[config.mk]
export PLATFORM = sky130hd
export DESIGN_NAME = pcm_store
export DESIGN_NICKNAME = d
export VERILOG_FILES = /design/src/hdl/midi_cc_parameter_curve_map_macros.svh /design/src/hdl/pcm_pkg.sv /design/src/hdl/pcm_store.sv
export SDC_FILE = /design/constraint.sdc
export NUM_CORES = 1
export LEC_CHECK = 0
export ABC_AREA = 1
export BUFFER_PORTS_ARGS = -buffer_cell sky130_fd_sc_hd__buf_2
export CAP_MARGIN = 15
export CORE_AREA = 10 10 235 237
export DETAILED_ROUTE_END_ITERATION = 12
export DIE_AREA = 0 0 245 247
export GPL_ROUTABILITY_DRIVEN = 1
export SLEW_MARGIN = 20
export SYNTH_ARGS = -nofsm -noshare
export SYNTH_HDL_FRONTEND = slang
export SYNTH_SLANG_ARGS = --single-unit
export TNS_END_PERCENT = 30
[constraint.sdc]
create_clock -name i_clk -period 1.6 [get_ports i_clk]
set_input_delay 0.08 -clock i_clk [delete_from_list [all_inputs] [get_ports i_clk]]
set_output_delay 0.08 -clock i_clk [all_outputs]
set_load 0.01 [all_outputs]
[src/hdl/midi_cc_parameter_curve_map_macros.svh]
// Assertion helpers used by midi_cc_parameter_curve_map.
`ifndef MIDI_CC_PARAMETER_CURVE_MAP_MACROS_SVH
`define MIDI_CC_PARAMETER_CURVE_MAP_MACROS_SVH

// Same-cycle implication, sampled on i_clk, off during reset.
`define PCM_ASSERT_NOW(label, ante, cons, msg) \
    label: assert property (@(posedge i_clk) disable iff (!i_rst_n) (ante) |-> (cons)) \
        else $error(msg);

// Next-cycle implication, sampled on i_clk, off during reset.
`define PCM_ASSERT_NEXT(label, ante, cons, msg) \
    label: assert property (@(posedge i_clk) disable iff (!i_rst_n) (ante) |=> (cons)) \
        else $error(msg);

`endif

[src/hdl/pcm_pkg.sv]
`default_nettype none
package pcm_pkg;

    localparam int FRAC_BITS = 16;
    localparam int TAB_DEPTH = 256;
    localparam int ROM_SLOTS = 17;
    localparam logic [16:0] ONE_NORM = 17'h10000;
    localparam logic [63:0] Q30 = 64'h4000_0000;
    localparam logic [63:0] LOG10_2_Q32 = 64'd1292913986;

    typedef logic [16:0] t_norm;
    typedef logic [31:0] t_q16;
    typedef logic [5:0]  t_slot;

    localparam logic [1:0] CMD_CC  = 2'd0;
    localparam logic [1:0] CMD_SET = 2'd1;
    localparam logic [1:0] CMD_RDS = 2'd2;
    localparam logic [1:0] CMD_RDN = 2'd3;

    localparam logic [1:0] TAPER_LIN = 2'd0;
    localparam logic [1:0] TAPER_LOG = 2'd1;
    localparam logic [1:0] TAPER_SQ  = 2'd2;
    localparam logic [1:0] TAPER_EXP = 2'd3;

    typedef struct packed {
        logic [31:0] lo;
        logic [31:0] hi;
        logic [1:0]  taper;
    } t_desc;

    typedef logic [16:0] t_log_tab [0:256];
    typedef logic [31:0] t_exp_tab [0:256];
    typedef logic [35:0] t_expk_tab [0:16];
    typedef logic [16:0] t_cc_tab [0:127];

    // Per-slot taper descriptor; slots past the list are linear 0..0.
    function automatic t_desc f_desc(input t_slot s);
        t_desc d;
        d = '0;
        case (s)
            6'd0:  d = '{32'd0, 32'd65536, TAPER_SQ};
            6'd1:  d = '{32'd100 << 16, 32'd20000 << 16, TAPER_LOG};
            6'd2:  d = '{32'd0, 32'd32768, TAPER_LIN};
            6'd3:  d = '{32'd3277, 32'd32768, TAPER_LIN};
            6'd4:  d = '{32'd6554, 32'd2000 << 16, TAPER_LOG};
            6'd5:  d = '{32'd65536, 32'd5000 << 16, TAPER_LOG};
            6'd6:  d = '{32'd20 << 16, 32'd18000 << 16, TAPER_EXP};
            6'd7:  d = '{32'd0, 32'd65536, TAPER_LIN};
            6'd8:  d = '{32'd6554, 32'd5 << 16, TAPER_LOG};
            6'd9:  d = '{32'd0, 32'd2 << 16, TAPER_LIN};
            6'd10: d = '{32'd0, 32'd65536, TAPER_LIN};
            6'd11: d = '{32'd0, 32'd65536, TAPER_LIN};
            6'd12: d = '{32'd200 << 16, 32'd12000 << 16, TAPER_EXP};
            6'd13: d = '{32'd0, 32'd65536, TAPER_LIN};
            6'd14: d = '{32'd65536, 32'd1000 << 16, TAPER_SQ};
            6'd15: d = '{32'd0, 32'd62259, TAPER_LIN};
            6'd16: d = '{32'd0, 32'd65536, TAPER_LIN};
            default: d = '0;
        endcase
        return d;
    endfunction

    // Reset value of each parameter slot.
    function automatic t_norm f_default(input t_slot s);
        t_norm v;
        v = '0;
        case (s)
            6'd0:  v = 17'd65536;
            6'd1:  v = 17'd7130;
            6'd2:  v = 17'd26214;
            6'd3:  v = 17'd21845;
            6'd5:  v = 17'd340;
            6'd6:  v = 17'd57723;
            6'd7:  v = 17'd32768;
            6'd8:  v = 17'd3833;
            6'd9:  v = 17'd32768;
            6'd11: v = 17'd58982;
            6'd12: v = 17'd51523;
            6'd13: v = 17'd32768;
            6'd14: v = 17'd20631;
            6'd15: v = 17'd34493;
            6'd16: v = 17'd16384;
            default: v = '0;
        endcase
        return v;
    endfunction

    // Controller number to slot + 1, zero when unmapped.
    function automatic t_slot f_cc_map(input logic [6:0] n);
        t_slot e;
        e = '0;
        case (n)
            7'd1:  e = 6'd17;
            7'd14: e = 6'd1;
            7'd15: e = 6'd2;
            7'd16: e = 6'd3;
            7'd17: e = 6'd4;
            7'd18: e = 6'd5;
            7'd19: e = 6'd6;
            7'd20: e = 6'd7;
            7'd21: e = 6'd8;
            7'd22: e = 6'd9;
            7'd23: e = 6'd10;
            7'd24: e = 6'd11;
            7'd25: e = 6'd15;
            7'd26: e = 6'd12;
            7'd27: e = 6'd13;
            7'd28: e = 6'd14;
            7'd29: e = 6'd16;
            default: e = '0;
        endcase
        return e;
    endfunction

    // Restoring divide, elaboration only.
    function automatic logic [63:0] f_div(input logic [63:0] n, input logic [63:0] d);
        logic [63:0] q;
        logic [63:0] r;
        q = '0;
        r = '0;
        for (int k = 63; k >= 0; k--) begin
            r = {r[62:0], n[k]};
            if (r >= d) begin
                r = r - d;
                q[k] = 1'b1;
            end
        end
        return q;
    endfunction

    function automatic logic [63:0] f_isqrt(input logic [63:0] v_in);
        logic [63:0] v;
        logic [63:0] res;
        logic [63:0] bq;
        v = v_in;
        res = '0;
        bq = 64'd1 << 62;
        while (bq > v) bq = bq >> 2;
        while (bq != 0) begin
            if (v >= res + bq) begin
                v = v - (res + bq);
                res = (res >> 1) + bq;
            end else begin
                res = res >> 1;
            end
            bq = bq >> 2;
        end
        return res;
    endfunction

    // log2(n/d) in Q.30 for n >= d > 0.
    function automatic logic [63:0] f_log2_ratio(input logic [63:0] n, input logic [63:0] d_in);
        logic [63:0] d;
        logic [63:0] ip;
        logic [63:0] fr;
        logic [63:0] m;
        d = d_in;
        ip = '0;
        fr = '0;
        if (d == 0 || n < d) return 64'd0;
        while (n >= (d << 1)) begin
            d = d << 1;
            ip = ip + 64'd1;
        end
        m = f_div(n << 30, d);
        for (int k = 29; k >= 0; k--) begin
            m = (m * m) >> 30;
            if (m >= (Q30 << 1)) begin
                m = m >> 1;
                fr[k] = 1'b1;
            end
        end
        return (ip << 30) | fr;
    endfunction

    function automatic t_log_tab f_build_log();
        t_log_tab tab;
        logic [63:0] lg;
        logic [63:0] v;
        for (int i = 0; i <= TAB_DEPTH; i++) begin
            lg = f_log2_ratio(64'(TAB_DEPTH) + 64'd9 * 64'(i), 64'(TAB_DEPTH));
            v = (lg * LOG10_2_Q32 + (64'd1 << (61 - FRAC_BITS))) >> (62 - FRAC_BITS);
            tab[i] = (v > 64'(ONE_NORM)) ? ONE_NORM : v[16:0];
        end
        return tab;
    endfunction

    function automatic t_exp_tab f_build_exp();
        t_exp_tab tab;
        logic [63:0] roots [1:30];
        logic [63:0] x;
        logic [63:0] acc;
        roots[1] = f_isqrt(64'd2 << 60);
        for (int k = 2; k <= 30; k++) roots[k] = f_isqrt(roots[k - 1] << 30);
        for (int i = 0; i <= TAB_DEPTH; i++) begin
            x = (64'(i) << 30) / TAB_DEPTH;
            if (x >= Q30) begin
                tab[i] = 32'h8000_0000;
            end else begin
                acc = Q30;
                for (int k = 1; k <= 30; k++)
                    if (x[30 - k]) acc = (acc * roots[k]) >> 30;
                tab[i] = acc[31:0];
            end
        end
        return tab;
    endfunction

    function automatic t_expk_tab f_build_expk();
        t_expk_tab tab;
        t_desc d;
        logic [63:0] k;
        for (int s = 0; s < ROM_SLOTS; s++) begin
            d = f_desc(6'(s));
            k = (d.taper == TAPER_EXP) ? f_log2_ratio(64'(d.hi), 64'(d.lo)) : 64'd0;
            tab[s] = k[35:0];
        end
        return tab;
    endfunction

    function automatic t_cc_tab f_build_cc();
        t_cc_tab tab;
        logic [63:0] v;
        for (int i = 0; i < 128; i++) begin
            v = (64'(i) * 64'(ONE_NORM) + 64'd63) / 127;
            tab[i] = v[16:0];
        end
        return tab;
    endfunction

    localparam t_log_tab  LOG_TAB = f_build_log();
    localparam t_exp_tab  EXP_TAB = f_build_exp();
    localparam t_expk_tab EXP_K   = f_build_expk();
    localparam t_cc_tab   CC_NORM = f_build_cc();

endpackage
`default_nettype wire

[src/hdl/pcm_store.sv]
`default_nettype none
module pcm_store #(
    parameter int NUM_SLOTS = 17,
    parameter int IDX_W     = 5
) (
    input  wire logic               i_clk,
    input  wire logic               i_rst_n,
    input  wire logic               i_wr_en,
    input  wire logic [IDX_W-1:0]   i_wr_addr,
    input  wire pcm_pkg::t_norm     i_wr_data,
    input  wire logic               i_rd_en,
    input  wire logic [IDX_W-1:0]   i_rd_addr,
    output pcm_pkg::t_norm          o_rd_data
);
    import pcm_pkg::*;

    t_norm                r_mem [0:NUM_SLOTS-1];
    logic [NUM_SLOTS-1:0] r_written;
    t_norm                r_rd_mem;
    t_norm                r_rd_dflt;
    logic                 r_rd_written;

    // Write port
    always_ff @(posedge i_clk) begin
        if (i_wr_en) begin
            r_mem[i_wr_addr] <= i_wr_data;
        end
    end

    // Track slots that left their reset value
    always_ff @(posedge i_clk) begin
        if (!i_rst_n) begin
            r_written <= '0;
        end else if (i_wr_en) begin
            r_written[i_wr_addr] <= 1'b1;
        end
    end

    // Registered read port
    always_ff @(posedge i_clk) begin
        if (i_rd_en) begin
            r_rd_mem     <= r_mem[i_rd_addr];
            r_rd_written <= r_written[i_rd_addr];
            r_rd_dflt    <= f_default(6'(i_rd_addr));
        end
    end

    assign o_rd_data = r_rd_written ? r_rd_mem : r_rd_dflt;

endmodule
`default_nettype wire

==> results.toml <==
[cts]
cts_max_level = 2
cts_sinks = 341
cts-root-buf = "clkbuf_16"
cts.clk_slew.worst_paths_ps = 60
post_cts.repair.setup_buffers = 0
clock_path_buffers = 3
cts_made_buffers = 37
cts_tree = "built"
clock_latency_ps = 520

[place]
gp_congestion = 0.815
dpl.hpwl_mm = 23.0
dp_cells = 2226
io_buffers = 47
pre_cts_slack_ps = -94.3

[critical_path]
r2r_end = "r_rd_mem[13]"
r2r_start = "r_mem[9][13]"
critPathKind = "reg -> out"
cp-start-kind = "flop"
cp.arrival_ps = 1610
crit_buf_inv = 2
crit_path_end_kind = "output pin"
reg2reg_slack_ps = 400
reg2reg_depth = 8
cp_top_family = "flip-flops"
required_ps = 1520
slowest_delay_ps = 380
cp_cell_sequence = "buf_12 > mux2_2 > buf_2"
critPathSlowestCell = "edfxtp_1"
cp_max_fo = 17

[die]
start_util_pct = 29.5
core_area_sq_um = 50700
die_area_sq_um = 60500
rows = 83
die_h_um = 247
fp.dieW_um = 245
ios = 48

[drt]
wl_mm = 37.3
wl_met1_mm = 17.1
wl_met3_mm = 2.69
wl_per_cell_um = 16.2
vias_per_cell = 4.37
vias = 10105
drc = 0
maxUsedRoutingLayer = "met5"
first_iter_violations = 917
met2_length_mm = 16.7
ant_nets = 0
firstDrtPassIters = 5

[synth]
syn_inst = 1514
yosysTopAreaCell = "edfxtp_1"
syn_area_sq_um = 15000
async_flop_share_pct = 0
synth_common_cells = "477 x nand2_1, 324 x edfxtp_1, 276 x inv_1, 146 x nor2_1, 127 x nand3_1"
synth_area_leaders = "edfxtp_1 65%, nand2_1 12%, inv_1 6.9%, nand3_1 4.2%, nor2_1 3.7%"
synth_fp_nets = 1551
synth_edf_count = 324
ys_seq_elements = 341
post_synth_num_cell_types = 24
yosysWarnings = 0
ys.flop_type = "edfxtp_1"
synth.avg_cell_area_sq_um = 9.88
yosysSeqAreaShare_pct = 67.3
yosysMostFrequentCell = "nand2_1"
synth_top_area_share_pct = 65.0

[sta]
fin_hold_ws_ps = 18.8
setup_viol = 17
clock_skew_ps = 25.2
final.period_utilization_pct = 105
rsz0062_at_grt = "true"
final-max-slew-violation-count = 0
final.setup.tns_ps = -989
worst_pin_slew_ps = 684
maxSlewHeadroom_pct = 54.0
fin_crit_ps = 1690
clock.fmax_mhz = 593
finalHoldViolations = 0
setup_ws_ps = -85.8

[pwr]
ir_drop_mv = 0.654
p_leak_nw = 7.62
power.density_nw_per_um2 = 1090

[min_path]
whs_endpoint = "r_rd_dflt[13]"
min_path_type = "in -> reg"
min_path_cells = 1
hold_start = "i_rd_en"

[global_routing]
antenna_found_initial = 3
grt_pass1_wl_mm = 57.5
overflow = 0
track_usage_pct = 12.3
grt_max_degree = 69
grt_pass1_vias = 9855

[finish]
drive_gt1_share_pct = 11.4
fin_nets = 1644
n_antenna_cell = 0
area.growth.synth_to_final_pct = 19.8
fin_util_pct = 35.4
instances_no_fill = 2310

[run_status]
violations = "setup timing"
status = "finished with violations"

[flow_run]
drv_cap = 0
-- layout make-up --
| class | instances | area, sq um |
|---|---|---|
| fill | 5095 | 32800 |
| sequential | 341 | 10100 |
| multi-input combinational | 828 | 3580 |
| timing repair buffer | 121 | 1240 |
| inverter | 278 | 1040 |
| clock buffer | 40 | 937 |
| tap | 680 | 851 |
| clock inverter | 22 | 195 |
-- timing repair --
| action | 4_1_cts | 5_1_grt |
|---|---|---|
| hold endpoints to repair | 295 | 0 |
| setup endpoints to repair | 17 | 141 |
| hold buffers | 22 | 0 |
| resized for setup | 1 | 3 |
| pin swaps | 0 | 0 |
-- logic make-up (layout without fill, tap and decap cells) --
group | Yosys count | after routing | synth area share [%]
compound gates | 39 | 39 | 1.38
fa+ha+maj | 6 | 6 | 0.502
buf+inv | 345 | 461 | 9.04
flops | 341 | 341 | 67.3
simple gates | 766 | 766 | 20.5
mux | 17 | 17 | 1.28
-- layout by cell type (no fill, tap or decap), types with 22 or more instances in the layout --
cell type,count
edfxtp_1,324
buf_12,31
nor2_1,136
buf_4,22
buf_2,45
clkbuf_16,37
inv_1,276
dlygate4sd3_1,22
nand3_1,127
nand2_1,477
-- how the worst max path moves through the flow --
| stage | start | end | slack (ps) | cells past startpoint |
|---|---|---|---|---|
| after floorplan | i_wr_en | r_mem[13][0] | -7 | 4 |
| after global placement | i_rd_addr[1] | r_rd_dflt[0] | -160 | 7 |
| after detailed placement | i_rd_addr[2] | r_rd_dflt[16] | -90 | 5 |
| after CTS | r_rd_written | o_rd_data[3] | -120 | 3 |
| after global routing | r_rd_written | o_rd_data[0] | -130 | 3 |
| final | r_rd_written | o_rd_data[16] | -90 | 3 |
-- sequential cells by signal, indices dropped and copies added, names as in the netlist --
register	flops
r_mem	289
r_rd_dflt	17
r_rd_mem	17
r_rd_written	1
r_written	17
-- metrics by stage --
step	cell area, sq um	power (mW)
final	17900	19.4
after floorplan	15000	10.9
after global routing	17900	20.1
after CTS	17900	19.6
after detailed placement	16500	11.5
after global placement	16500	11.5
-- per-layer routing --
layer	global-route usage, %	up-vias
li1	-	4956
met1	17.1	4737
met2	19.1	347
met3	2.28	63
met4	3.51	2
met5	0	-
-- power by group --
part	total, mW	internal [mW]	switching, mW
Sequential	10.0	9.95	0.0572
Combinational	1.40	0.486	0.914
Clock	8.04	4.71	3.33
(Power assumes the default switching activity.)
